<file path="config.mk">
export PLATFORM = sky130hd
export DESIGN_NAME = prtt_regs
export DESIGN_NICKNAME = d
export VERILOG_FILES = /design/src/rtl/probe_reply_tracking_table_core_macros.svh /design/src/rtl/prtt_pkg.sv /design/src/rtl/prtt_regs.sv
export SDC_FILE = /design/constraint.sdc
export NUM_CORES = 1
export LEC_CHECK = 0
export ABC_AREA = 1
export BUFFER_PORTS_ARGS = -buffer_cell sky130_fd_sc_hd__buf_2
export CAP_MARGIN = 20
export CORE_ASPECT_RATIO = 0.5
export CORE_MARGIN = 2
export CORE_UTILIZATION = 48
export DETAILED_ROUTE_END_ITERATION = 16
export PLACE_DENSITY = 0.93
export SYNTH_ARGS = -nofsm -noshare
export SYNTH_HDL_FRONTEND = slang
export SYNTH_SLANG_ARGS = --single-unit
</file>
<file path="constraint.sdc">
create_clock -name clk -period 2 [get_ports clk]
set_input_delay 0.3 -clock clk [delete_from_list [all_inputs] [get_ports clk]]
set_output_delay 0.3 -clock clk [all_outputs]
set_load 0.01 [all_outputs]
</file>
<file path="src/rtl/probe_reply_tracking_table_core_macros.svh">
// assertion macros shared by the probe reply tracking table rtl
`ifndef PROBE_REPLY_TRACKING_TABLE_CORE_MACROS_SVH
`define PROBE_REPLY_TRACKING_TABLE_CORE_MACROS_SVH

// same-cycle implication, disabled while in reset
`define PRTT_ASSERT_IMP(label, clk, rst_n, ante, cons) \
    label: assert property (@(posedge clk) disable iff (!rst_n) (ante) |-> (cons)) \
        else $error("%m: assertion failed");

// next-cycle implication, disabled while in reset
`define PRTT_ASSERT_NXT(label, clk, rst_n, ante, cons) \
    label: assert property (@(posedge clk) disable iff (!rst_n) (ante) |=> (cons)) \
        else $error("%m: assertion failed");

`endif

</file>
<file path="src/rtl/prtt_pkg.sv">
// types, codes and constants of the probe reply tracking table
`default_nettype none

package prtt_pkg;

    // table geometry and field widths
    localparam int TABLE_DEPTH_DEF = 64;
    localparam int ADDR_W          = 32;
    localparam int TICK_W          = 32;
    localparam int LEN_W           = 16;
    localparam int TYPE_W          = 8;
    localparam int CFG_ADDR_W      = 3;
    localparam int CFG_DATA_W      = 32;

    // register reset values
    localparam logic [TICK_W-1:0] TIMEOUT_RESET   = 32'd1000;
    localparam logic [LEN_W-1:0]  REPLY_LEN_RESET = 16'd28;

    // register indexes, taken from paddr bit 2
    localparam logic REG_TIMEOUT   = 1'b0;
    localparam logic REG_REPLY_LEN = 1'b1;

    // echo reply icmp type
    localparam logic [TYPE_W-1:0] ICMP_ECHO_REPLY = 8'd0;

    // command codes
    typedef enum logic [1:0] {
        CMD_INSERT = 2'd0,
        CMD_REPLY  = 2'd1,
        CMD_TICK   = 2'd2,
        CMD_CLEAR  = 2'd3
    } cmd_t;

    // entry status codes
    typedef enum logic [1:0] {
        ST_PENDING = 2'd0,
        ST_ONLINE  = 2'd1,
        ST_OFFLINE = 2'd2
    } status_t;

    // result kinds
    localparam logic KIND_RETIRED = 1'b0;
    localparam logic KIND_REFUSED = 1'b1;

    // controller states
    typedef enum logic [1:0] {
        S_IDLE,
        S_APPLY,
        S_DRAIN
    } state_t;

    // input beat
    typedef struct packed {
        logic [1:0]        command;
        logic [ADDR_W-1:0] host_address;
        logic [LEN_W-1:0]  reply_length;
        logic [TYPE_W-1:0] reply_type;
    } item_t;

    // result beat
    typedef struct packed {
        logic              result_kind;
        logic [ADDR_W-1:0] retired_address;
        logic              host_online;
        logic              last;
    } result_t;

    // contents of one table cell
    typedef struct packed {
        logic              valid;
        status_t           status;
        logic [ADDR_W-1:0] address;
        logic [TICK_W-1:0] stamp;
    } entry_t;

    // broadcast control from the controller to every cell
    typedef struct packed {
        logic              clear;
        logic              shift;
        logic              insert;
        logic              load;
        logic              apply;
        logic              reply_check;
        logic              tick_check;
        logic              reply_online;
        logic [ADDR_W-1:0] host_address;
        logic [TICK_W-1:0] tick_now;
        logic [TICK_W-1:0] tick_next;
        logic [TICK_W-1:0] timeout;
    } cell_ctrl_t;

endpackage

`default_nettype wire

</file>
<file path="src/rtl/prtt_regs.sv">
// apb register file: timeout and expected reply length
`default_nettype none

module prtt_regs (
    input  wire logic                               clk,
    input  wire logic                               rst_n,
    input  wire logic                               psel,
    input  wire logic                               penable,
    input  wire logic                               pwrite,
    input  wire logic [prtt_pkg::CFG_ADDR_W-1:0]    paddr,
    input  wire logic [prtt_pkg::CFG_DATA_W-1:0]    pwdata,
    output logic      [prtt_pkg::CFG_DATA_W-1:0]    prdata,
    output logic                                    pready,
    output logic      [prtt_pkg::TICK_W-1:0]        timeout,
    output logic      [prtt_pkg::LEN_W-1:0]         reply_len
);

    logic [prtt_pkg::TICK_W-1:0] timeout_reg, timeout_next;
    logic [prtt_pkg::LEN_W-1:0]  reply_len_reg, reply_len_next;
    logic                        wr_en;

    assign pready = 1'b1;
    assign wr_en  = psel & penable & pwrite;

    // write decode
    always_comb
    begin
        timeout_next   = timeout_reg;
        reply_len_next = reply_len_reg;
        if (wr_en)
        begin
            unique case (paddr[2])
                prtt_pkg::REG_TIMEOUT:   timeout_next   = pwdata;
                prtt_pkg::REG_REPLY_LEN: reply_len_next = pwdata[prtt_pkg::LEN_W-1:0];
                default:                 timeout_next   = timeout_reg;
            endcase
        end
    end

    // read decode
    always_comb
    begin
        unique case (paddr[2])
            prtt_pkg::REG_TIMEOUT:   prdata = timeout_reg;
            prtt_pkg::REG_REPLY_LEN: prdata = {{(prtt_pkg::CFG_DATA_W-prtt_pkg::LEN_W){1'b0}},
                                               reply_len_reg};
            default:                 prdata = '0;
        endcase
    end

    always_ff @(posedge clk or negedge rst_n)
    begin
        if (!rst_n)
        begin
            timeout_reg   <= prtt_pkg::TIMEOUT_RESET;
            reply_len_reg <= prtt_pkg::REPLY_LEN_RESET;
        end
        else
        begin
            timeout_reg   <= timeout_next;
            reply_len_reg <= reply_len_next;
        end
    end

    assign timeout   = timeout_reg;
    assign reply_len = reply_len_reg;

endmodule

`default_nettype wire

</file>
==> out/summary.txt <==
status: complete, no violations
Reg clk slew, reported paths: 0.09 ns
Clock Latency Late Sink: 0.30 ns
commonest non-fill, non-tap cell in the layout: nand2_1
Area growth syn-to-layout: 36.45%
syn nets: 339
crit path DAT: 1.22 ns
I/O pin cnt: 121
Die H: 52.40 microns
vias per cell: 4.947
CP Max Fanout: 16
Hold Slack: 0.01566 ns
commonest non-fill, non-tap cells in the layout: 145 x nand2_1, 117 x buf_2, 48 x nand3_1
post-CTS resize count: 0
Min-Delay Path Class: in2async
final worst path period share: 0.7616
number of global-route vias before repair: 2192
DP Area: 2909 sq um
mean routed wirelength per cell: 12.98 microns
leakage: 0.001879 uW
fmax: 656.6 MHz
cell count after synthesis: 299
post-route ant nets: 0
FILL cells: 372
ratio of cells with drive above 1 in the final layout: 0.3527
FF-to-FF End: reply_len[2]
post-synthesis register bit count: 48
Synth Area per Inst: 7.520 sq um
NumNets Final: 453
root buffer cell: clkbuf_8
DRC viols: 0
peak supply drop: 0.5147 mV
Clock Skew: 0 ns
synth unique cells: 12
minimum clock period: 1.523 ns
Detailed Place HPWL: 4398 microns
Die Wd: 100.8 microns
internal reg-to-reg setup slack: 1.24 ns
critical path capture point: prdata[12]
CTS Sinks: 48
gp weighted congestion: 0.8394
RSZ-0062 raised after global routing: no
grt total ovfl: 0
Finish-stage setup viols: 0
Final Hold Viols: 0
critical path capture point type: output port
core box area: 4446 sq um
worst flop-to-flop path startpoint: reply_len[2]
Initial DRT Pass Iterations: 4
Port-buffer cells: 117
# diodes: 0
Setup TNS: 0 ns
critical path type: in2out
Setup Buffers After CTS: 0
Max-Cap Viols: 0
register area: 1212 sq um
row count: 17
Worst Tran Pin Value: 0.6652 ns
Num CTS Buffers: 5
initial antenna violation count: 0
max FFs per register: 32
area of the mapped netlist: 2248 sq um
count of pins over their slew limit: 0
max_slew headroom: 0.5565
CTS Buffer Depth: 2
CTS Hold Bufs: 0
initial core utilization: 0.5058
H-tree Lvls: 2
power per cell area: 1006 nW/um^2
sequential fraction of the synthesis area: 0.5392
Worst R2R Path Depth: 2
design area: 3068 sq um
multi-input logic area: 872.1 sq um
initial DRC count: 121
startpoint types: input pin
yosys warns: 0
largest net degree at the start of global routing: 35
Die ar.: 5281 sq um
gr usage total: 0.2445
first-pass GRT wire length: 9915 microns
Req. time, crit path: 1.70 ns
Critical path origin: paddr[2]
total number of vias: 2330
CTS tree: built
final wirelength: 6112 microns
power breakdown:
part	internal (uW)	total, uW	switching (uW)
Clock	625	955	330
Combinational	337	809	472
Sequential	1180	1320	146
Total	2140	3090	948
cells in the mapped netlist, drive strengths merged:
library cell	count	area share
nor2	17	0.028
conb	1	0.0017
dfrtp	39	0.43
nand3	48	0.11
inv	18	0.030
buf	15	0.038
nand4	2	0.0056
dfstp	9	0.11
nand2	145	0.24
clkbuf	5	0.0083
metal layers:
metal | part of all wire | GRT usage
met2 | 0.53 | 0.4267
met1 | 0.38 | 0.2943
met4 | 0.020 | 0.09589
met5 | 0 | 0
met3 | 0.062 | 0.06533
worst min path at each step:
stage / startpoint / end / slack (ns) / cells past startpoint
floorplan: rst_n / reply_len[0] / 0.004 / 0
global placement: rst_n / reply_len[6] / 0.36 / 1
detailed placement: rst_n / reply_len[6] / 0.36 / 1
CTS: rst_n / reply_len[6] / 0.02 / 1
global route: rst_n / reply_len[6] / 0.06 / 1
finish: rst_n / timeout[10] / 0.02 / 1
critical path: stages:
cell and delay, ns:
buf_2 0.17, inv_2 0.24, buf_4 0.25, nand2_1 0.07, nand2_1 0.06, buf_2 0.13
layout make-up:
class / count / share of cell area
Multi-Input combinational cell: 213 / 0.2843
Tap cell: 57 / 0.02325
Clock buffer: 5 / 0.02243
Clock inverter: 3 / 0.02936
Timing Repair Buffer: 127 / 0.2235
Inverter: 18 / 0.02202
Sequential cell: 48 / 0.3952
stage by stage:
| step | power (uW) | worst slack (ns) | utilization | instances |
|---|---|---|---|---|
| floorplan | 1737 | 0.8446 | - | 299 |
| global placement | 2117 | 0.4972 | 0.6544 | 463 |
| detailed placement | 2150 | 0.4786 | 0.6544 | 463 |
| CTS | 3107 | 0.4790 | 0.6901 | 471 |
| global route | 3263 | 0.3739 | 0.6901 | 471 |
| finish | 3088 | 0.4769 | 0.6901 | 471 |
cells by family (layout without fill, tap and decap cells):
kind of cell / Yosys count / count (layout) / share of synthesized area
DFF: 48 / 48 / 0.5392
buffers and inverters: 38 / 153 / 0.07624
other: 1 / 1 / 0.001668
and+or+nand+nor: 212 / 212 / 0.3829
(Power assumes the default switching activity.)
