<file path="config.mk">
export PLATFORM = sky130hd
export DESIGN_NAME = prtt_cell
export DESIGN_NICKNAME = d
export VERILOG_FILES = /design/src/rtl/probe_reply_tracking_table_core_macros.svh /design/src/rtl/prtt_pkg.sv /design/src/rtl/prtt_cell.sv
export SDC_FILE = /design/constraint.sdc
export NUM_CORES = 1
export LEC_CHECK = 0
export BUFFER_PORTS_ARGS = -buffer_cell sky130_fd_sc_hd__buf_2
export CORE_MARGIN = 4
export CORE_UTILIZATION = 44
export CTS_CLUSTER_SIZE = 14
export DETAILED_ROUTE_END_ITERATION = 8
export GPL_ROUTABILITY_DRIVEN = 1
export GPL_TIMING_DRIVEN = 0
export PLACE_DENSITY_LB_ADDON = 0.05
export SLEW_MARGIN = 15
export SYNTH_ARGS = -nofsm -noshare
export SYNTH_HDL_FRONTEND = slang
export SYNTH_SLANG_ARGS = --single-unit
</file>
<file path="constraint.sdc">
create_clock -name clk -period 4 [get_ports clk]
set_input_delay 0.6 -clock clk [delete_from_list [all_inputs] [get_ports clk]]
set_output_delay 0.6 -clock clk [all_outputs]
set_load 0.02 [all_outputs]
</file>
<file path="src/rtl/probe_reply_tracking_table_core_macros.svh">
// assertion macros shared by the probe reply tracking table rtl
`ifndef PROBE_REPLY_TRACKING_TABLE_CORE_MACROS_SVH
`define PROBE_REPLY_TRACKING_TABLE_CORE_MACROS_SVH

// same-cycle implication, disabled while in reset
`define PRTT_ASSERT_IMP(label, clk, rst_n, ante, cons) \
    label: assert property (@(posedge clk) disable iff (!rst_n) (ante) |-> (cons)) \
        else $error("%m: assertion failed");

// next-cycle implication, disabled while in reset
`define PRTT_ASSERT_NXT(label, clk, rst_n, ante, cons) \
    label: assert property (@(posedge clk) disable iff (!rst_n) (ante) |=> (cons)) \
        else $error("%m: assertion failed");

`endif

</file>
<file path="src/rtl/prtt_pkg.sv">
// types, codes and constants of the probe reply tracking table
`default_nettype none

package prtt_pkg;

    // table geometry and field widths
    localparam int TABLE_DEPTH_DEF = 64;
    localparam int ADDR_W          = 32;
    localparam int TICK_W          = 32;
    localparam int LEN_W           = 16;
    localparam int TYPE_W          = 8;
    localparam int CFG_ADDR_W      = 3;
    localparam int CFG_DATA_W      = 32;

    // register reset values
    localparam logic [TICK_W-1:0] TIMEOUT_RESET   = 32'd1000;
    localparam logic [LEN_W-1:0]  REPLY_LEN_RESET = 16'd28;

    // register indexes, taken from paddr bit 2
    localparam logic REG_TIMEOUT   = 1'b0;
    localparam logic REG_REPLY_LEN = 1'b1;

    // echo reply icmp type
    localparam logic [TYPE_W-1:0] ICMP_ECHO_REPLY = 8'd0;

    // command codes
    typedef enum logic [1:0] {
        CMD_INSERT = 2'd0,
        CMD_REPLY  = 2'd1,
        CMD_TICK   = 2'd2,
        CMD_CLEAR  = 2'd3
    } cmd_t;

    // entry status codes
    typedef enum logic [1:0] {
        ST_PENDING = 2'd0,
        ST_ONLINE  = 2'd1,
        ST_OFFLINE = 2'd2
    } status_t;

    // result kinds
    localparam logic KIND_RETIRED = 1'b0;
    localparam logic KIND_REFUSED = 1'b1;

    // controller states
    typedef enum logic [1:0] {
        S_IDLE,
        S_APPLY,
        S_DRAIN
    } state_t;

    // input beat
    typedef struct packed {
        logic [1:0]        command;
        logic [ADDR_W-1:0] host_address;
        logic [LEN_W-1:0]  reply_length;
        logic [TYPE_W-1:0] reply_type;
    } item_t;

    // result beat
    typedef struct packed {
        logic              result_kind;
        logic [ADDR_W-1:0] retired_address;
        logic              host_online;
        logic              last;
    } result_t;

    // contents of one table cell
    typedef struct packed {
        logic              valid;
        status_t           status;
        logic [ADDR_W-1:0] address;
        logic [TICK_W-1:0] stamp;
    } entry_t;

    // broadcast control from the controller to every cell
    typedef struct packed {
        logic              clear;
        logic              shift;
        logic              insert;
        logic              load;
        logic              apply;
        logic              reply_check;
        logic              tick_check;
        logic              reply_online;
        logic [ADDR_W-1:0] host_address;
        logic [TICK_W-1:0] tick_now;
        logic [TICK_W-1:0] tick_next;
        logic [TICK_W-1:0] timeout;
    } cell_ctrl_t;

endpackage

`default_nettype wire

</file>
<file path="src/rtl/prtt_cell.sv">
// one table cell: holds one entry, shifts towards the head, resolves reply matches
`default_nettype none

module prtt_cell (
    input  wire logic                 clk,
    input  wire logic                 rst_n,
    input  wire prtt_pkg::cell_ctrl_t ctrl,
    input  wire prtt_pkg::entry_t     next_entry,
    input  wire logic                 prev_valid,
    input  wire logic                 tok_in,
    output logic                      tok_out,
    output prtt_pkg::entry_t          entry
);

    logic                          valid_reg, valid_next;
    prtt_pkg::status_t             status_reg, status_next;
    logic [prtt_pkg::ADDR_W-1:0]   address_reg, address_next;
    logic [prtt_pkg::TICK_W-1:0]   stamp_reg, stamp_next;
    logic                          hit_reg, hit_next;
    logic                          expire_reg, expire_next;
    logic [prtt_pkg::TICK_W-1:0]   age;
    logic                          take;

    // first-match token passed along the row, oldest cell first
    assign take    = hit_reg & ~tok_in;
    assign tok_out = tok_in | hit_reg;

    assign age = ctrl.tick_next - stamp_reg;

    // next cell contents
    always_comb
    begin
        valid_next   = valid_reg;
        status_next  = status_reg;
        address_next = address_reg;
        stamp_next   = stamp_reg;
        if (ctrl.clear)
        begin
            valid_next = 1'b0;
        end
        else if (ctrl.shift)
        begin
            valid_next   = next_entry.valid;
            status_next  = next_entry.status;
            address_next = next_entry.address;
            stamp_next   = next_entry.stamp;
        end
        else if (ctrl.insert && !valid_reg && prev_valid)
        begin
            valid_next   = 1'b1;
            status_next  = prtt_pkg::ST_PENDING;
            address_next = ctrl.host_address;
            stamp_next   = ctrl.tick_now;
        end
        else if (ctrl.apply && status_reg == prtt_pkg::ST_PENDING)
        begin
            if (take)
            begin
                status_next = ctrl.reply_online ? prtt_pkg::ST_ONLINE : prtt_pkg::ST_OFFLINE;
            end
            else if (expire_reg)
            begin
                status_next = prtt_pkg::ST_OFFLINE;
            end
        end
    end

    // per-cell compare, registered ahead of the update
    always_comb
    begin
        hit_next    = hit_reg;
        expire_next = expire_reg;
        if (ctrl.load)
        begin
            hit_next    = ctrl.reply_check & valid_reg & (address_reg == ctrl.host_address);
            expire_next = ctrl.tick_check & valid_reg & (age >= ctrl.timeout);
        end
    end

    // control state
    always_ff @(posedge clk or negedge rst_n)
    begin
        if (!rst_n)
        begin
            valid_reg  <= 1'b0;
            status_reg <= prtt_pkg::ST_PENDING;
        end
        else
        begin
            valid_reg  <= valid_next;
            status_reg <= status_next;
        end
    end

    // payload and compare flags
    always_ff @(posedge clk)
    begin
        address_reg <= address_next;
        stamp_reg   <= stamp_next;
        hit_reg     <= hit_next;
        expire_reg  <= expire_next;
    end

    assign entry.valid   = valid_reg;
    assign entry.status  = status_reg;
    assign entry.address = address_reg;
    assign entry.stamp   = stamp_reg;

endmodule

`default_nettype wire

</file>
==> flow_metrics.env <==
export IMPL_synth_distinct_cells=67
export IMPL_fin_worst_skew_ns=0.005119
export IMPL_die_x_um=125.3
export IMPL_grt_util_all_layers_pct=23.63
export IMPL_clock_path_buffers=2
export IMPL_vias_per_cell=5.247
export IMPL_gp_congestion=0.8836
export IMPL_grt_max_degree=27
export IMPL_post_dp_cell_area_um2=7699
export IMPL_most_common_layout_cells="buf_2, inv_1, edfxtp_1"
export IMPL_final_setup_tns_ns=-0.01520
export IMPL_via_count=5703
export IMPL_htree_levels=3
export IMPL_ios=275
export IMPL_grt_overflow=0
export IMPL_cellLeakagePower_nw=3.955
export IMPL_syn_area_um2=6057
export IMPL_critPathMaxFanout=3
export IMPL_drive_above_1_share_pct=46.10
export IMPL_wl_per_cell_um=17.85
export IMPL_max_clock_freq_ghz=0.2491
export IMPL_cp_startpoint="ctrl[32]"
export IMPL_ys_warn_count=0
export IMPL_rows=42
export IMPL_finalHoldViolCount=0
export IMPL_cts_tree="yes"
export IMPL_syn_inst=604
export IMPL_power_density_nw_per_um2=306.9
export IMPL_dieArea_um2=15710
export IMPL_grt_first_pass_wirelength_mm=29.74
export IMPL_yosysSeqAreaShare_pct=33.96
export IMPL_worst_r2r_setup_slack_ns=-0.01
export IMPL_area_growth_pct=36.79
export IMPL_synth_flop_cell="edfxtp_1"
export IMPL_crit_arrival_ns=4.07
export IMPL_antenna_cells=0
export IMPL_layout_cells_most_common="buf_2"
export IMPL_clock_latency_ns=0.32
export IMPL_power_mw=2.543
export IMPL_synth_seq_cells=69
export IMPL_drt_first_pass_iters=4
export IMPL_slew_headroom_pct=52.22
export IMPL_r2r_cells=22
export IMPL_worst_pin_slew_ns=0.7150
export IMPL_fin_ws_ns=-0.01520
export IMPL_path_class="in2reg"
export IMPL_synth_edf_count=66
export IMPL_syn_nets=875
export IMPL_totalWireLength_mm=19.41
export IMPL_cts_sinks=69
export IMPL_hold_buffers=0
export IMPL_clk_pin_slew_worst_paths_ns=0.05
export IMPL_setup_violations=1
export IMPL_avgSynthCellArea_um2=10.03
export IMPL_drc=0
export IMPL_slew_violations=0
export IMPL_hpwl_mm=16.24
export IMPL_drt_iter0_drc=365
export IMPL_die_h_um=125.3
export IMPL_coreArea_um2=13350
export IMPL_r2r_start="stamp_reg[0]$_DFFE_PP_"
export IMPL_worstPathRequired_ns=4.05
export IMPL_async_reset_ff_share_pct=4.348
export IMPL_period_needed_ns=4.015
export IMPL_cp_start_kind="primary input"
export IMPL_hold_path_class="in2async"
export IMPL_ant_nets=0
export IMPL_crit_path_end_kind="register"
export IMPL_violations="negative setup slack"
export IMPL_endpoint="expire_reg$_DFFE_PP_"
export IMPL_port_buffer_count=273
export IMPL_finalNetCount=1177
export IMPL_final_area_um2=8285
export IMPL_grt_pass1_vias=5997
export IMPL_r2r_end="expire_reg$_DFFE_PP_"
export IMPL_rsz0062_at_grt="true"
export IMPL_ir_drop_uv=260.9
export IMPL_antenna_found_initial=3
export IMPL_start_util_pct=45.38
export IMPL_numCtsBuffers=9
export IMPL_run_status="complete, but fails checks"
export IMPL_cts_root_buf="clkbuf_16"
export IMPL_drv_cap=0
export IMPL_period_share_pct=100.4
[cells in the mapped netlist (all sizes together) (15+ instances only)]
cell	number	area, µm²
a21o	23	172.7
a21oi	38	193.9
edfxtp	66	1982
ha	63	788.3
inv	72	270.3
mux2	64	720.7
nand2	29	108.9
nand4	15	100.1
nor2	33	123.9
o21ai	17	85.08
xnor2	25	219.0
xor2	34	297.8
[critical path, stage by stage]
cell and delay, ns:
buf_6 0.09, inv_2 0.05, ha_4 0.14, inv_2 0.04
fa_2 0.43, a211oi_4 0.29, buf_4 0.15, buf_4 0.09
buf_4 0.09, buf_4 0.09, buf_4 0.09, buf_4 0.09
buf_4 0.09, buf_4 0.09, buf_4 0.09, o21bai_1 0.09
a21oi_2 0.18, xnor2_1 0.11, ha_1 0.21, a2111oi_0 0.33
o21ai_0 0.13, o21ai_0 0.09, o21ai_0 0.13, a41o_1 0.27
[stage by stage]
stage                     hold WS (ns)  utilization, %  std cells  setup WS [ns]
final                          0.06164           62.07       1087       -0.01520
after global routing           0.05005           62.07       1087        -0.1883
after CTS                      0.05424           61.11       1083      -0.005076
after detailed placement        0.4018           57.68       1055        -0.8454
after global placement          0.3984           57.28       1053        -0.7785
after floorplan                 0.3044               -        604        0.04024
[cell type report]
cell class	instances	area [µm²]
multi-input combinational	443	3840
tap	176	220.2
clock buffer	12	236.5
sequential	69	2057
fill	1193	5062
clock inverter	4	25.02
buffer	19	88.84
inverter	72	270.3
timing repair buffer	292	1548
[what timing repair did]
action	CTS	global route
setup buffers	12	5
setup endpoints to repair	1	1
pin swaps	8	13
hold endpoints to repair	0	0
gates resized for setup	24	21
[power by group]
part | internal [mW] | leakage [nW] | total (mW) | switching (mW)
Sequential | 0.852 | 0.661 | 0.881 | 0.0294
Combinational | 0.435 | 3.17 | 0.957 | 0.522
Clock | 0.418 | 0.123 | 0.705 | 0.287
[worst min path at each step]
stage               slack, ns  cells after the start                   endpoint  start
floorplan                0.30                      0  status_reg[0]$_DFFE_PN0P_  rst_n
global placement         0.40                      1  status_reg[1]$_DFFE_PN0P_  rst_n
detailed placement       0.40                      1  status_reg[0]$_DFFE_PN0P_  rst_n
CTS                      0.05                      1  status_reg[0]$_DFFE_PN0P_  rst_n
global route             0.05                      1      valid_reg$_DFFE_PN0P_  rst_n
finish                   0.06                      1  status_reg[0]$_DFFE_PN0P_  rst_n
[cell families (layout without fill, tap and decap cells)]
family,Yosys count,in the layout,synth area share [%]
multiplexers,65,65,12.06
AND/OR/NAND/NOR,113,113,9.337
buffers and inverters,92,399,5.867
XOR/XNOR,59,59,8.531
flip-flops,69,69,33.96
adder cells (fa/ha/maj),64,64,13.34
AO/OA/AOI/OAI,142,142,16.90
[metal layers]
layer	vias up	GRT usage (%)	wire [µm]
li1	2821	-	-
met1	2654	26.54	7589
met2	197	43.85	10090
met3	25	6.908	1428
met4	6	5.867	269
met5	-	0	27
Power figures use the tool's default switching activity.
